**config.mk**
```make
export PLATFORM = sky130hd
export DESIGN_NAME = sams_mask_stack
export DESIGN_NICKNAME = d
export VERILOG_FILES = /design/src/sams_pkg.sv /design/src/sams_mask_stack.sv
export SDC_FILE = /design/constraint.sdc
export NUM_CORES = 2
export LEC_CHECK = 0
export ABC_AREA = 0
export BUFFER_PORTS_ARGS = -buffer_cell sky130_fd_sc_hd__buf_4
export CORE_MARGIN = 3
export CORE_UTILIZATION = 50
export DETAILED_ROUTE_END_ITERATION = 8
export HOLD_SLACK_MARGIN = 0.08
export PLACE_DENSITY = 0.69
export SLEW_MARGIN = 10
export SYNTH_ARGS = -nofsm -noshare
export SYNTH_HDL_FRONTEND = slang
export SYNTH_SLANG_ARGS = --single-unit
```
**constraint.sdc**
```tcl
create_clock -name clk -period 4.4 [get_ports clk]
set_clock_uncertainty 0.1 [all_clocks]
set_input_delay 0.88 -clock clk [delete_from_list [all_inputs] [get_ports clk]]
set_output_delay 0.88 -clock clk [all_outputs]
set_load 0.005 [all_outputs]
```
**src/sams_pkg.sv**
```systemverilog
// ----------------------------------------------------------------------------
// sams_pkg
// shared types and constants of the simt active mask stack
// ----------------------------------------------------------------------------
package sams_pkg;

	typedef enum logic [2:0] {
		OP_PUSH   = 3'd0,
		OP_POP    = 3'd1,
		OP_SETACT = 3'd2,
		OP_SETPRD = 3'd3,
		OP_DIGEST = 3'd4,
		OP_QUERY  = 3'd5
	} op_t;

	typedef enum logic [1:0] {
		ERR_NONE      = 2'd0,
		ERR_OVERFLOW  = 2'd1,
		ERR_UNDERFLOW = 2'd2,
		ERR_LANE      = 2'd3
	} err_t;

	typedef struct packed {
		op_t        op;
		logic [5:0] lane;
		logic       bit_value;
		logic [4:0] pop_count;
		logic       lane_ok;
	} req_t;

	localparam logic [31:0] MUL_COUNT = 32'h4919f71f;
	localparam logic [31:0] MUL_ADDR  = 32'h31f2e73b;

	localparam int LANE_COUNT_W = 7;
	localparam logic [LANE_COUNT_W-1:0] LANE_COUNT_RST = 7'd64;

endpackage

```
**src/sams_mask_stack.sv**
```systemverilog
// ----------------------------------------------------------------------------
// sams_mask_stack
// active mask stack, predicate mask and stack level with error checks
// ----------------------------------------------------------------------------
module sams_mask_stack #(
	parameter int LANES       = 64,
	parameter int STACK_DEPTH = 32
) (
	input  logic               clk,
	input  logic               arst_n,
	input  logic               fire,
	input  sams_pkg::req_t     req,
	output logic [LANES-1:0]   top_mask,
	output logic [LANES-1:0]   mask_nxt,
	output logic [LANES-1:0]   pred_nxt,
	output logic [4:0]         level_nxt,
	output sams_pkg::err_t     err
);

	localparam int SW = $clog2(STACK_DEPTH);
	localparam int LW = LANES > 1 ? $clog2(LANES) : 1;

	// top row lives in top_mask_q, rows below the top in rows_q
	logic [LANES-1:0] rows_q [STACK_DEPTH];
	logic [LANES-1:0] top_mask_q;
	logic [LANES-1:0] pred_q;
	logic [SW-1:0]    top_q;

	logic [SW-1:0]    top_nxt;
	logic [SW+4:0]    top_x;
	logic [SW+4:0]    cnt_x;
	logic [SW+4:0]    diff_x;
	logic [SW+4:0]    lvl_x;
	logic [SW-1:0]    pop_idx;
	logic [LW-1:0]    lane_idx;
	logic             push_ok;

	assign top_x    = {5'b0, top_q};
	assign cnt_x    = {{SW{1'b0}}, req.pop_count};
	assign diff_x   = top_x - cnt_x;
	assign pop_idx  = diff_x[SW-1:0];
	assign lane_idx = req.lane[LW-1:0];
	assign push_ok  = top_q != SW'(STACK_DEPTH - 1);

	always_comb begin
		mask_nxt = top_mask_q;
		pred_nxt = pred_q;
		top_nxt  = top_q;
		err      = sams_pkg::ERR_NONE;
		case (req.op)
			sams_pkg::OP_PUSH: begin
				if (!push_ok) begin
					err = sams_pkg::ERR_OVERFLOW;
				end else begin
					top_nxt = top_q + SW'(1);
				end
			end
			sams_pkg::OP_POP: begin
				if (req.pop_count != 5'd0) begin
					if (top_x < cnt_x) begin
						err = sams_pkg::ERR_UNDERFLOW;
					end else begin
						top_nxt  = pop_idx;
						mask_nxt = rows_q[pop_idx];
					end
				end
			end
			sams_pkg::OP_SETACT: begin
				if (!req.lane_ok) begin
					err = sams_pkg::ERR_LANE;
				end else begin
					mask_nxt[lane_idx] = req.bit_value;
				end
			end
			sams_pkg::OP_SETPRD: begin
				if (!req.lane_ok) begin
					err = sams_pkg::ERR_LANE;
				end else begin
					pred_nxt[lane_idx] = req.bit_value;
				end
			end
			sams_pkg::OP_DIGEST: begin
				if (!req.lane_ok) begin
					err = sams_pkg::ERR_LANE;
				end
			end
			default: begin
			end
		endcase
	end

	assign lvl_x     = {5'b0, top_nxt};
	assign level_nxt = lvl_x[4:0];
	assign top_mask  = top_mask_q;

	always_ff @(posedge clk or negedge arst_n) begin
		if (!arst_n) begin
			top_q      <= '0;
			top_mask_q <= '0;
			pred_q     <= '0;
		end else if (fire) begin
			top_q      <= top_nxt;
			top_mask_q <= mask_nxt;
			pred_q     <= pred_nxt;
		end
	end

	// push saves the current top row below the new top
	always_ff @(posedge clk) begin
		if (fire && req.op == sams_pkg::OP_PUSH && push_ok) begin
			rows_q[top_q] <= top_mask_q;
		end
	end

endmodule

```
### After elaboration in Yosys (flattened, before gate mapping)

Memory sizes are Yosys's and may differ from the RTL's.
Index checks and enable logic that the tools add are counted.
W data, S select, Z words.

| operators by class | value |
|---|---|
| add/sub/neg operators | 2 |
| $mul | 0 |
| divide/modulo/power cells | 0 |
| $lt $le $gt $ge | 3 |
| equal/unequal tests | 5 |
| shift operators | 0 |
| multiplexer cells | 21 |
| bitwise gates (word level) | 0 |
| reductions and logical operators | 6 |

Operator list:

| kind | number |
|---|---|
| $mux W64 | 5 |
| $bwmux W64 | 2 |
| $pmux W64 S2 | 1 |
| $mux W5 | 3 |
| $pmux W5 S2 | 1 |
| $lt A6 B7 Y1 const B | 1 |
| $demux W1 S6 | 1 |
| $eq A3 B2 Y1 const B | 2 |
| $ge A6 B1 Y1 const B | 1 |
| $mux W2 | 3 |
| $pmux W2 S3 | 1 |
| $add A5 B1 Y5 const B | 1 |
| $lt A5 B5 Y1 | 1 |
| $ne A5 B5 Y1 const B | 1 |
| $reduce_bool A5 Y1 | 1 |
| $sub A5 B5 Y5 | 1 |
| $mux W1 | 4 |
| $eq A3 B1 Y1 const B | 1 |
| $eq A3 B3 Y1 const B | 1 |
| $logic_and A1 B1 Y1 | 3 |
| $logic_not A3 Y1 | 1 |
| $reduce_or A3 Y1 | 1 |

| word-level totals | value |
|---|---|
| bits in registers | 133 |
| latch bits | 0 |
| bits in writable memories | 2,048 |
| bits in read-only memories | 0 |
| input port bits | 19 |
| output and inout port bits | 199 |
| logic and storage cells | 41 |
| memories | 1 |

Memories:

| memory | depth | bits a word | rd ports | clocked after Yosys merged registers in | wr ports | RTL line | source |
|---|---|---|---|---|---|---|---|
| rows_q | 32 | 64 | 1 | 0 | 1 | sams_mask_stack.sv:24 | `logic [LANES-1:0] rows_q [STACK_DEPTH];` |

### Logic depth before layout (Yosys ltp)

| logic depth | value |
|---|---|
| depth after elaboration | 7 |
| mapped depth | 13 |

### Least setup slack after synthesis

OpenSTA, ideal clock, no wires.

| timing path | value |
|---|---|
| path type | input to register |
| start | in req[14] (netlist bit) |
| end | mem rows_q[14][0] (enable) |
| arrival | 4.713 ns |
| path slack | -0.899 ns |
| stages on the path | 5 |
| buffers on the path | 1 |
| cells stage by stage | or2_2 clkbuf_1 nor3_2 nand3_1 nor2_1 |

| between the ends | value |
|---|---|
| cells in the longest elaborated chain, start to end | 5 |

RTL lines:

| item | RTL line | source |
|---|---|---|
| start, declared | sams_mask_stack.sv:12 | `input sams_pkg::req_t req,` |
| $logic_not A3 Y1 | sams_mask_stack.sv:110 | `if (fire && req.op == sams_pkg::OP_PUSH && push_ok) begin` |
| $logic_and A1 B1 Y1 (2 in series) | sams_mask_stack.sv:110 |  |
| $mux W1 | sams_mask_stack.sv:110 |  |
| $mux W1 (implied by the code) | sams_mask_stack.sv:111 | `rows_q[top_q] <= top_mask_q;` |
| end, declared | sams_mask_stack.sv:24 |  |

No other way between the ends.

### Worst setup path after layout

| timing path | value |
|---|---|
| start | reg top_q[0] |
| end | out mask_nxt[61] |

| between the ends | value |
|---|---|
| cells in the longest elaborated chain, start to end | 5 |
| elaborated cells between the ends (all ways) | 6 |
| classes of those cells | add/sub: 1; order compare: 1; mux: 3; memory: 1 |

RTL lines:

| item | RTL line | source |
|---|---|---|
| start, declared | sams_mask_stack.sv:27 | `logic [SW-1:0] top_q;` |
| start signal, assigned | sams_mask_stack.sv:102 | `top_q <= top_nxt;` |
| $sub A5 B5 Y5 | sams_mask_stack.sv:40 | `assign diff_x = top_x - cnt_x;` |
| $mem_v2 Z32 W64 | - |  |
| $mux W64 * | sams_mask_stack.sv:60 | `if (top_x < cnt_x) begin` |
| $mux W64 * | sams_mask_stack.sv:59 | `if (req.pop_count != 5'd0) begin` |
| $pmux W64 S2 * | sams_mask_stack.sv:50 | `case (req.op)` |
| end, declared | sams_mask_stack.sv:14 | `output logic [LANES-1:0] mask_nxt,` |

Mark *: on every way between the ends. The rest lies on a longest branch, timed or not.

==> reports/qor.yml <==
fin_crit_sh: 1.189
hold_end: "top_q[2]"
layout-drive-gt1-share: 0.3770
finalWirelength_mm: 258.5
post-place-cells: 7021
cts_root_buffer: "clkbuf_16"
synth_top_family_by_area: "multiplexers"
final_antenna_net_count: 0
die-area_um2: 179000
synth_area_per_cell_um2: 20.48
critPathKind: "reg2out"
die_x_um: 423.1
synthMuxAreaShare: 0.1811
fmax_ghz: 0.1912
synthXorXnorAreaFrac: 0.0006761
die_h_um: 423.1
final_common_cell: "edfxtp_1"
tightestPinTransition_ns: 1.163
violations: "negative setup slack"
r2r-end: "top_mask[4]"
regToRegStartpoint: "top_q[0]"
endpoint_kind: "output port"
detail_route.drc_violations: 0
timing.final.ws_setup_ns: -0.8312
cts_buffers: 214
num-nets-final: 5097
reg2reg_depth: 30
power.total_mw: 78.80
synth-seq-cells: 2181
final.setup.tns_ns: -43.94
yosysSeqAreaShare: 0.7453
status: "finished with violations"
hold_depth: 2
fin_crit_ns: 5.231
avgViaCountPerCell: 6.455
syn2layout_area_growth_pct: 21.53
fill_cells: 11690
stdcell_count: 7555
fin_util: 0.6135
port_buffers: 217
finalHoldViolCount: 0
slew_viol_final: 0
boundaryPins: 218
syn_area_um2: 86980
grt-ovfl-total: 0
num_rows: 152
slew_headroom: 0.2244
fp.coreArea_um2: 172300
yosys.area_share.simple: 0.02608
track_usage: 0.2863
ff2ff_setup_slack_ns: -0.60
synth_flop_cell: "edfxtp_1"
ir_drop_mv: 0.5368
maxCapViolCount: 0
ys_warn_count: 0
detail_route.first_pass.iterations: 6
grt_pass1_vias: 47970
cts_max_level: 4
crit_path_start: "top_q[0]"
netlist-cell-type-count: 65
cp_max_fo: 8
worstHoldPathType: "in2reg"
whs_ns: 0.3036
synthAdderAreaFrac: 0.001525
grt_pass1_wl_mm: 361.3
critical_path_required_ns: 3.42
cp.arrival_ns: 4.25
place.gp.congestion: 0.8283
final_cell_mix: "edfxtp_1 (2,048), mux4_2 (556), buf_4 (526)"
clk_latency_ns: 0.85
syn_inst: 4248
path_clk_slew_ns: 0.07
grt_max_degree: 73
setup_viol: 66
worstHoldStart: "req[13]"
start_util: 0.5048
p_per_area_nw_per_um2: 745.4
drtIter0Drc: 7158
num_vias: 48770
cts.path.max_buffers: 3
detailed_place_hpwl_mm: 141.9
multiInputGateArea_um2: 22350
start_kind: "flip-flop"
seq_area_um2: 64830
synth_edf_count: 2048
synth-compound-area-share: 0.02983
avgRoutedWirePerCell_um: 34.22
antenna_found_initial: 7
ys_async_sr_fraction: 0.06098
p_leak_nw: 35.82
rsz0062_at_grt: "yes"
cts.sinks: 2181
cts_tree: "done"
-- worst max-delay path, stage by stage, from the launching register on --
cell and delay [ns]:
dfrtp_1 0.36, inv_2 0.06, ha_4 0.16, fa_4 0.77
buf_12 0.16, buf_16 0.15, buf_12 0.15, buf_6 0.11
mux4_2 0.29, mux4_2 0.54, mux2i_1 0.21, buf_4 0.17
o221ai_4 0.11, buf_6 0.15
-- flip-flops by register name, indices dropped and copies added, names as in the netlist --
| signal | count |
|---|---|
| top_mask | 64 |
| rows_q | 2048 |
| pred_q | 64 |
| top_q | 5 |
-- how the worst max path moves through the flow --
stage,slack (ns),end
finish,-0.83,mask_nxt[61]
global route,-0.90,mask_nxt[2]
CTS,-0.93,mask_nxt[2]
detailed placement,-0.78,mask_nxt[31]
global placement,-0.77,mask_nxt[57]
floorplan,-0.90,rows_q[14][0]
-- area by class of cell --
cell class | instances | area share
repair buffers | 806 | 0.08495
diodes | 4 | 0.00009469
well taps | 2310 | 0.02734
multi-input cells | 1855 | 0.2114
clock buffers | 286 | 0.05430
flip-flops and latches | 2181 | 0.6133
clock inverters | 103 | 0.008262
inverters | 10 | 0.0003551
-- per-layer routing --
layer	track usage	wire, um	vias up	part of all wire
li1	-	-	19270	-
met1	0.3732	92010	25630	0.36
met2	0.4587	125300	3195	0.48
met3	0.05105	24330	679	0.094
met4	0.1627	16900	2	0.065
met5	0	13	-	0.000050
-- power breakdown --
group          total (mW)  switching (mW)  internal, mW
sequential           26.1           0.651          25.4
clock                17.4            7.73          9.69
combinational        35.3            17.5          17.8
total                78.8            25.9          52.9
-- kinds of logic after synthesis --
group / Yosys count
AO/OA/AOI/OAI: 398
XOR/XNOR: 5
adder cells (fa/ha/maj): 10
buffers and inverters: 276
flip-flops: 2181
multiplexers: 864
other: 1
AND/OR/NAND/NOR: 513
-- metrics by stage --
stage / worst slack (ns) / instance area, um^2
2_1_floorplan: -0.8993 / 87220
6_report: -0.8312 / 105700
3_5_place_dp: -0.7834 / 95600
5_1_grt: -0.8951 / 105700
3_3_place_gp: -0.7703 / 95600
4_1_cts: -0.9284 / 105100
-- timing repair --
action                                 in CTS  in global routing
resized for setup                         327                 69
gates cloned                               29                  7
setup endpoints to repair                  67                 68
hold buffers                                1                  0
endpoints found under the hold margin      71                  0
pin swaps                                  64                 26
setup buffers                              88                 32
-- cell usage after synthesis (3+ instances only) --
cell       instances  area share
buf_4             45      0.0039
nand2b_1           6     0.00043
nand2_1          151      0.0065
nand3b_1           4     0.00035
a211oi_1           3     0.00026
a22o_1             5     0.00050
nand4_1            6     0.00043
buf_1             18     0.00078
mux2_1            11      0.0014
o21ai_1           25      0.0014
or2_2              3     0.00022
mux2i_1          190       0.022
a31oi_1            4     0.00029
a21oi_1           83      0.0048
o21bai_1           3     0.00026
dfrtp_1          133       0.038
nand4b_1           3     0.00030
mux2_2           107       0.014
edfxtp_1        2048        0.71
nor3b_1            3     0.00026
buf_2             64      0.0037
nor2b_1            7     0.00050
o211ai_1          17      0.0015
o2111ai_1          7     0.00070
buf_6              8      0.0010
a22oi_1          125       0.011
a221o_1            6     0.00069
nor3_1            10     0.00058
o31ai_1           19      0.0016
clkbuf_1         131      0.0057
inv_1              9     0.00039
nand3_1          110      0.0063
o221ai_1          12      0.0012
and2_1             7     0.00050
o32ai_1            3     0.00030
a2bb2oi_1          3     0.00030
mux4_2           556        0.14
ha_1               9      0.0013
o21ai_0           71      0.0041
nor2_1           185      0.0080
No activity file was read; power rests on OpenSTA's default activity.
