==> config.mk <==
export PLATFORM = sky130hd
export DESIGN_NAME = sams_digest
export DESIGN_NICKNAME = d
export VERILOG_FILES = /design/src/sams_pkg.sv /design/src/sams_ram.sv /design/src/sams_digest.sv
export SDC_FILE = /design/constraint.sdc
export NUM_CORES = 2
export LEC_CHECK = 0
export BUFFER_PORTS_ARGS = -buffer_cell sky130_fd_sc_hd__buf_2
export CELL_PAD_IN_SITES_DETAIL_PLACEMENT = 0
export CELL_PAD_IN_SITES_GLOBAL_PLACEMENT = 1
export CORE_ASPECT_RATIO = 1.25
export CORE_MARGIN = 2
export CORE_UTILIZATION = 30
export CTS_CLUSTER_SIZE = 8
export DETAILED_ROUTE_END_ITERATION = 10
export GPL_TIMING_DRIVEN = 0
export PLACE_DENSITY = 0.56
export SYNTH_ARGS = -nofsm -noshare
export SYNTH_HDL_FRONTEND = slang
export SYNTH_HIERARCHICAL = 1
export SYNTH_SLANG_ARGS = --single-unit
==> constraint.sdc <==
create_clock -name clk -period 13.05 [get_ports clk]
set_input_delay 1.9575 -clock clk [delete_from_list [all_inputs] [get_ports clk]]
set_output_delay 1.9575 -clock clk [all_outputs]
set_load 0.03 [all_outputs]
==> src/sams_pkg.sv <==
// ----------------------------------------------------------------------------
// sams_pkg
// shared types and constants of the simt active mask stack
// ----------------------------------------------------------------------------
package sams_pkg;

	typedef enum logic [2:0] {
		OP_PUSH   = 3'd0,
		OP_POP    = 3'd1,
		OP_SETACT = 3'd2,
		OP_SETPRD = 3'd3,
		OP_DIGEST = 3'd4,
		OP_QUERY  = 3'd5
	} op_t;

	typedef enum logic [1:0] {
		ERR_NONE      = 2'd0,
		ERR_OVERFLOW  = 2'd1,
		ERR_UNDERFLOW = 2'd2,
		ERR_LANE      = 2'd3
	} err_t;

	typedef struct packed {
		op_t        op;
		logic [5:0] lane;
		logic       bit_value;
		logic [4:0] pop_count;
		logic       lane_ok;
	} req_t;

	localparam logic [31:0] MUL_COUNT = 32'h4919f71f;
	localparam logic [31:0] MUL_ADDR  = 32'h31f2e73b;

	localparam int LANE_COUNT_W = 7;
	localparam logic [LANE_COUNT_W-1:0] LANE_COUNT_RST = 7'd64;

endpackage

==> src/sams_ram.sv <==
// ----------------------------------------------------------------------------
// sams_ram
// generic single write port ram with registered read
// ----------------------------------------------------------------------------
module sams_ram #(
	parameter int WIDTH = 32,
	parameter int DEPTH = 64
) (
	input  logic                                  clk,
	input  logic                                  we,
	input  logic [(DEPTH > 1 ? $clog2(DEPTH) : 1)-1:0] waddr,
	input  logic [WIDTH-1:0]                      wdata,
	input  logic                                  re,
	input  logic [(DEPTH > 1 ? $clog2(DEPTH) : 1)-1:0] raddr,
	output logic [WIDTH-1:0]                      rdata
);

	logic [WIDTH-1:0] mem [DEPTH];

	always_ff @(posedge clk) begin
		if (we) begin
			mem[waddr] <= wdata;
		end
		if (re) begin
			rdata <= mem[raddr];
		end
	end

endmodule

==> src/sams_digest.sv <==
// ----------------------------------------------------------------------------
// sams_digest
// per-lane branch digests with mixing multipliers and write bypass
// ----------------------------------------------------------------------------
module sams_digest #(
	parameter int LANES = 64
) (
	input  logic           clk,
	input  logic           arst_n,
	input  logic           acc,
	input  logic [5:0]     acc_lane,
	input  logic [31:0]    acc_count,
	input  logic [31:0]    acc_addr,
	input  logic           fire,
	input  sams_pkg::req_t req,
	input  logic           active,
	output logic [31:0]    digest_nxt
);

	localparam int LW = LANES > 1 ? $clog2(LANES) : 1;

	logic [LANES-1:0] valid_q;
	logic             vld_s1;
	logic [31:0]      prod_c_s1;
	logic [31:0]      prod_a_s1;
	logic             byp_vld_q;
	logic [LW-1:0]    byp_lane_q;
	logic [31:0]      byp_data_q;

	logic [31:0]      rdata;
	logic [31:0]      cur;
	logic [31:0]      upd;
	logic             wr;
	logic [LW-1:0]    rd_idx;
	logic [LW-1:0]    lane_idx;
	logic             rd_in_range;

	assign rd_idx      = acc_lane[LW-1:0];
	assign lane_idx    = req.lane[LW-1:0];
	assign rd_in_range = {1'b0, acc_lane} < 7'(LANES);

	sams_ram #(
		.WIDTH (32),
		.DEPTH (LANES)
	) u_ram (
		.clk   (clk),
		.we    (wr),
		.waddr (lane_idx),
		.wdata (upd),
		.re    (acc),
		.raddr (rd_idx),
		.rdata (rdata)
	);

	// latest write wins over a read taken at the same edge
	always_comb begin
		if (byp_vld_q && byp_lane_q == lane_idx) begin
			cur = byp_data_q;
		end else if (vld_s1) begin
			cur = rdata;
		end else begin
			cur = '0;
		end
	end

	assign wr  = fire && req.op == sams_pkg::OP_DIGEST && req.lane_ok && active;
	assign upd = cur ^ (prod_c_s1 + prod_a_s1);

	always_comb begin
		if (!req.lane_ok) begin
			digest_nxt = '0;
		end else if (wr) begin
			digest_nxt = upd;
		end else begin
			digest_nxt = cur;
		end
	end

	always_ff @(posedge clk) begin
		if (acc) begin
			prod_c_s1 <= acc_count * sams_pkg::MUL_COUNT;
			prod_a_s1 <= acc_addr * sams_pkg::MUL_ADDR;
		end
		if (wr) begin
			byp_lane_q <= lane_idx;
			byp_data_q <= upd;
		end
	end

	always_ff @(posedge clk or negedge arst_n) begin
		if (!arst_n) begin
			valid_q   <= '0;
			vld_s1    <= 1'b0;
			byp_vld_q <= 1'b0;
		end else begin
			if (acc) begin
				vld_s1 <= rd_in_range ? valid_q[rd_idx] : 1'b0;
			end
			if (wr) begin
				valid_q[lane_idx] <= 1'b1;
				byp_vld_q         <= 1'b1;
			end
		end
	end

endmodule

**Word level (Yosys, flattened, before mapping)**

Memories as Yosys holds them, arrays and structs flattened. A register that Yosys moved wholly into a read port is not among the register bits.
Cells that the tools add are included.

- Add/sub/neg operators: 1
- $lt $le $gt $ge: 3
- Multiplexer cells: 10
- Bitwise operators: 2
- Reduce and logical (&&, ||, !) cells: 5
- Equal/unequal tests: 2
- Multipliers: 2

Operators with widths:

| kind | number |
|---|---|
| two-way mux 32 bit | 4 |
| OR 64 bit | 1 |
| adder 32 bit | 1 |
| multiplier 32 x 30 -> 32 bit, second input constant | 1 |
| multiplier 32 x 31 -> 32 bit, second input constant | 1 |
| XOR 32 bit | 1 |
| less-than comparator 6 x 7 -> 1 bit, second input constant | 2 |
| binary-select mux 1 bit (select 6 bit) | 1 |
| demux 1 bit (select 6 bit) | 1 |
| == test 6 bit | 1 |
| greater-or-equal comparator 6 x 1 -> 1 bit, second input constant | 1 |
| logical AND 1 bit | 5 |
| two-way mux 1 bit | 4 |
| == test 3 bit, second input constant | 1 |

- Input bits: 91
- Bits in registers: 168
- Memories kept: 1
- Word-level logic and storage cells: 33
- Output and inout bits: 32
- RAM bits: 2,048

Memories:

| name | words | bits a word | read ports | clocked after memory_dff | wr ports | RTL line | source |
|---|---|---|---|---|---|---|---|
| u_ram.mem | 64 | 32 | 1 | 1 | 1 | sams_ram.sv:18 | `logic [WIDTH-1:0] mem [DEPTH];` |

**Logic depth before layout (Yosys ltp)**

- Word-level depth: 6
- Depth in mapped cells: 25
- Gate-level depth less buffers: 25

**Modules after synthesis**

Netlist, hierarchy kept.

Modules (own cells, without submodules):

| module | cells an instance | sequential area each (um2) | times used | area each (um2) |
|---|---|---|---|---|
| sams_ram | 3,324 | 62,459.9 | 1 | 78,835.6 |
| sams_digest | 2,573 | 4,714.5 | 1 | 27,636.5 |

**Worst setup path after synthesis**

OpenSTA, ideal clock, no wires.

- Path type: input to output
- From: input port req[10] (netlist bit)
- To: output port digest_nxt[30]
- Buffers on the path: 2
- Slack: 5.282 ns
- Cell stages on the path: 10
- Data required time: 11.092 ns
- Arrival time: 5.811 ns
- Path through: buf_2 -> xor2_1 -> nor3_2 -> nand2_1 -> clkbuf_1 -> and3_1 -> a21oi_1 -> xnor2_1 -> xnor2_1 -> o2bb2ai_1

- Longest elaborated chain between the ends: 6

RTL lines:

| item | RTL line | source |
|---|---|---|
| start: declaration | sams_digest.sv:15 | `input sams_pkg::req_t req,` |
| == test 6 bit | sams_digest.sv:57 | `if (byp_vld_q && byp_lane_q == lane_idx) begin` |
| logical AND 1 bit | sams_digest.sv:57 |  |
| two-way mux 32 bit | sams_digest.sv:57 |  |
| XOR 32 bit | sams_digest.sv:67 | `assign upd = cur ^ (prod_c_s1 + prod_a_s1);` |
| via upd[30] | sams_digest.sv:32 | `logic [31:0] upd;` |
| two-way mux 32 bit | sams_digest.sv:72 | `end else if (wr) begin` |
| two-way mux 32 bit | sams_digest.sv:70 | `if (!req.lane_ok) begin` |
| end: declaration | sams_digest.sv:17 | `output logic [31:0] digest_nxt` |

The timed path passes the listed nets, and every way through them passes these cells.

**Final worst setup path**

- From: input port acc_count[14]
- To: register prod_c_s1[30], data pin

- Longest elaborated chain between the ends: 1

RTL lines:

| item | RTL line | source |
|---|---|---|
| start: declaration | sams_digest.sv:12 | `input logic [31:0] acc_count,` |
| multiplier 32 x 31 -> 32 bit | sams_digest.sv:81 | `prod_c_s1 <= acc_count * sams_pkg::MUL_COUNT;` |
| end signal: assignment | sams_digest.sv:81 |  |
| end: declaration | sams_digest.sv:24 | `logic [31:0] prod_c_s1;` |

No other way between the ends.
A chain may end at the register's enable or synchronous reset.

==> flow_results.org <==
** Outcome
- The flow ran to the end, but the final reports show violations.
- Violations in the final reports :: capacitance limit, slew limit

** Finish
- With fillers left out, the area of the finished cells amounts to 127000 um^2.
- Combined flip-flop and latch cell area :: 67200 um^2
- After filler insertion, the fill cell instance count of the layout stands at 32961.
- From synthesis to final layout, the design area changed by 18.8%.
- For this run, the post-layout net count is 7520.
- Footprint of the multi-input gates :: 36600 um^2
- Layout cell share with drive strength beyond 1 :: 22.2%
- Cells fill 35.8% of the core in the end.

** Synthesis
- Sequential elements use 63.1% of the synthesized area.
- Summed over its instances, the top area cell type makes up 61.5% of the synthesized netlist area.
- After synthesis, the mean cell area works out to 18.1 um^2.
- For this run, asynchronously set or reset flops after synthesis account for 2.94%.
- Unique masters post-synth :: 76
- Number of flops mapped to enable cells by yosys :: 2182
- Yosys printed 6 warnings.
- Counting every net in the synthesized netlist gives 6856.
- By area the synthesized netlist is led by sky130_fd_sc_hd__edfxtp_1 62%, sky130_fd_sc_hd__mux4_2 12%, sky130_fd_sc_hd__fa_1 8.4%.
- Summed over all instances, the cell type with the most area after synthesis is sky130_fd_sc_hd__edfxtp_1.
- Commonest cells in the synthesized netlist :: 2182 x sky130_fd_sc_hd__edfxtp_1, 622 x sky130_fd_sc_hd__inv_1, 565 x sky130_fd_sc_hd__mux4_2
- Synthesized netlist cell count :: 5897
- Main flop type after synthesis :: sky130_fd_sc_hd__edfxtp_1
- Number of register bits inferred by synthesis :: 2248
- Summing every instance area after synthesis gives 106000 um^2.
- Cell with the most instances after synthesis :: sky130_fd_sc_hd__edfxtp_1

** GRT
- Number of global-route vias before repair :: 61994
- Maximum number of pins on one net before global-route repair :: 66
- Across every metal layer, demand over resource in global routing totals 19.7%.
- The initial antenna violation count is 23.
- The total overflow left after global routing is 0.
- First-pass GRT wire length :: 492000 um

** STA
- For the pin with the worst max-slew slack, the measured transition is 1640 ps.
- Number of max-slew violations in the final report :: 15
- Final hold slack :: 447 ps
- The final-report hold violation count was 0.
- The clock period could shrink to 8110 ps.
- On the final layout, the worst clock skew is 75.7 ps.
- Setup violations remaining at the end of the flow were counted as 0.
- Peak clock frequency supported by timing :: 123 MHz
- Setup repair after global routing left no endpoint under its margin.
- In this run the tightest slew margin relative to its limit is -9.45%.
- The worst path meets setup with 4940 ps of slack.
- Post-route fraction of the period consumed by the critical path :: 62.1%

** Drt
- Number of iterations in the first detailed-routing pass :: 5
- Total wire length :: 357000 um
- Iteration-0 DRC count of the detailed router :: 6087
- Via count :: 58781
- In the detailed route, the total length drawn on met3 is 23700 um.
- Dividing the detail-routed wire length by the instance count gives 31.6 um.
- Final routed DRC violation total :: 0
- Routed met2 length :: 181000 um
- Routed signal wires occupy layers up through met5.
- DRT met1 WL :: 135000 um
- Via-to-Cell Ratio :: 5.20
- The count of nets left with antenna violations once routing finished came out at 0.

** Clock network
- Post-CTS timing repair inserted 0 buffers for setup.
- CTS saw 2248 sinks.
- Insertion delay to the later sink of the worst-skew pair :: 880 ps
- Gates resized during post-CTS repair numbered 0.
- Counting along the longest clock path gives a buffer depth of 4.
- Clock transition at path regs :: 60 ps
- After clock tree synthesis, the flow added hold-fix buffers numbering 0.
- Clock tree from TritonCTS :: yes
- Total clock buffers created by CTS :: 325
- Number of levels the H-tree was split into :: 5
- Clock tree root buffer cell :: sky130_fd_sc_hd__clkbuf_16

** Critical path
- Critical path data arrival time :: 8690 ps
- Startpoint-to-endpoint class of the critical path :: input pin to register
- The worst setup path is launched from an input pin.
- By instance count, the cell type seen most on the critical path is sky130_fd_sc_hd__fa_1.
- Critical path's top delay family :: adder cells
- Number of buffer and inverter instances along the worst setup path :: 7
- The worst setup path is captured at a register.
- Cell Chain, Critical Path :: buf_2 -> inv_1 -> fa_1 -> inv_1 -> fa_1 -> inv_1 -> fa_1 -> inv_1 -> fa_1 -> inv_1 -> fa_1 -> inv_1 -> fa_1 -> fa_1 -> ha_1 -> a21oi_1 -> o21ai_0 -> nand2b_1 -> o311ai_1 -> a21o_1 -> o21ai_0 -> a211o_1
- Standard cell with the maximum stage delay on the critical path :: sky130_fd_sc_hd__o311ai_1
- In this run the worst path has a maximum fanout of 8.
- Critical path data required time :: 13630 ps
- The largest single stage delay on the critical path is 710 ps.

** Floorplanning
- 123 I/O pins were placed.
- Height of the die :: 670 um
- In this run the standard cell core region covers 353000 um^2.
- Count of standard-cell rows :: 244
- Initial core utilization :: 30.1%
- In this run the horizontal extent of the chip is 537 um.
- Area of the die :: 360000 um^2

** Placement
- Cell Area, Placed :: 118000 um^2
- Summed over all nets, the half-perimeter wirelength after detailed placement is 262000 um.
- Count of port buffers added during placement :: 114
- DP Worst Slack :: 4070 ps
- The congestion estimate from routability-driven global placement came to 0.860.

** Job
- Across the run, the number of max-cap violations was 3.

** Min path
- Type of the tightest min-delay check :: register to register
[kinds of logic (layout without fill, tap and decap cells)]
group,Yosys count,count (layout),share of synthesized area [%]
mux,663,663,12.9
other cells,0,9,0
buf+inv,838,1553,3.16
flops,2248,2248,63.1
compound gates,584,584,3.61
fa+ha+maj,868,868,13.3
simple gates,499,499,2.29
xor+xnor,197,197,1.63
[placed cells by master, fill, tap and decap left out, drive strengths merged, types with 22 or more instances in the layout]
cell	instances
xnor2	150
nand3	22
nand2	92
o221ai	27
a21o	74
clkbuf	451
inv	631
edfxtp	2182
buf	454
o21ai	57
nor3	35
fa	446
mux2i	97
and3	48
o22ai	87
nor2b	26
o21bai	47
ha	422
o2bb2ai	23
dfrtp	66
nor2	189
a21oi	167
xor2	46
mux4	565
[path summary, 6_finish.rpt]
check / cells after the start / slack [ps] / to / startpoint
max: 22 / 4940 / prod_c_s1[30]$_DFFE_PP_ / acc_count[14]
min: 1 / 450 / valid_q[7]$_DFFE_PN0P_ / valid_q[7]$_DFFE_PN0P_
max reg2reg: 12 / 8230 / u_ram/mem[37][22]$_DFFE_PP_ / prod_c_s1[0]$_DFFE_PP_
min reg2reg: 1 / 450 / valid_q[7]$_DFFE_PN0P_ / valid_q[7]$_DFFE_PN0P_
max in group asynchronous: 2 / 11560 / valid_q[57]$_DFFE_PN0P_ / arst_n
min in group asynchronous: 1 / 930 / vld_s1$_DFFE_PN0P_ / arst_n
[stage by stage]
stage	setup TNS, ps	instances
final	0	11295
after global placement	-27530	10685
after floorplan	0	5897
after detailed placement	0	10907
after CTS	0	11285
after global routing	0	11290
[area by class of cell]
cell class,instances,share of cell area [%]
Sequential cell,2248,53.1
Multi-Input combinational cell,2811,29.0
Clock buffer,353,6.60
Tap cell,4674,4.62
Timing Repair Buffer,337,3.66
Inverter,623,1.85
Buffer,215,0.814
Clock inverter,25,0.378
Antenna cell,9,0.0178
[routing by layer]
layer | vias to the layer above | GRT usage (%)
li1 | 23896 | -
met1 | 32002 | 24.1
met2 | 2295 | 34.2
met3 | 582 | 3.14
met4 | 6 | 8.52
met5 | - | 0
[flip-flops by register name (all words and copies together), names as in the netlist]
name,cells
u_ram/mem,2048
valid_q,64
byp_data_q,32
prod_a_s1,32
prod_c_s1,32
u_ram/rdata,32
byp_lane_q,6
byp_vld_q,1
vld_s1,1
Power is left out: the tool's default activity adds up to more than one toggle a clock period on the data nets, which glitch-free logic cannot reach.
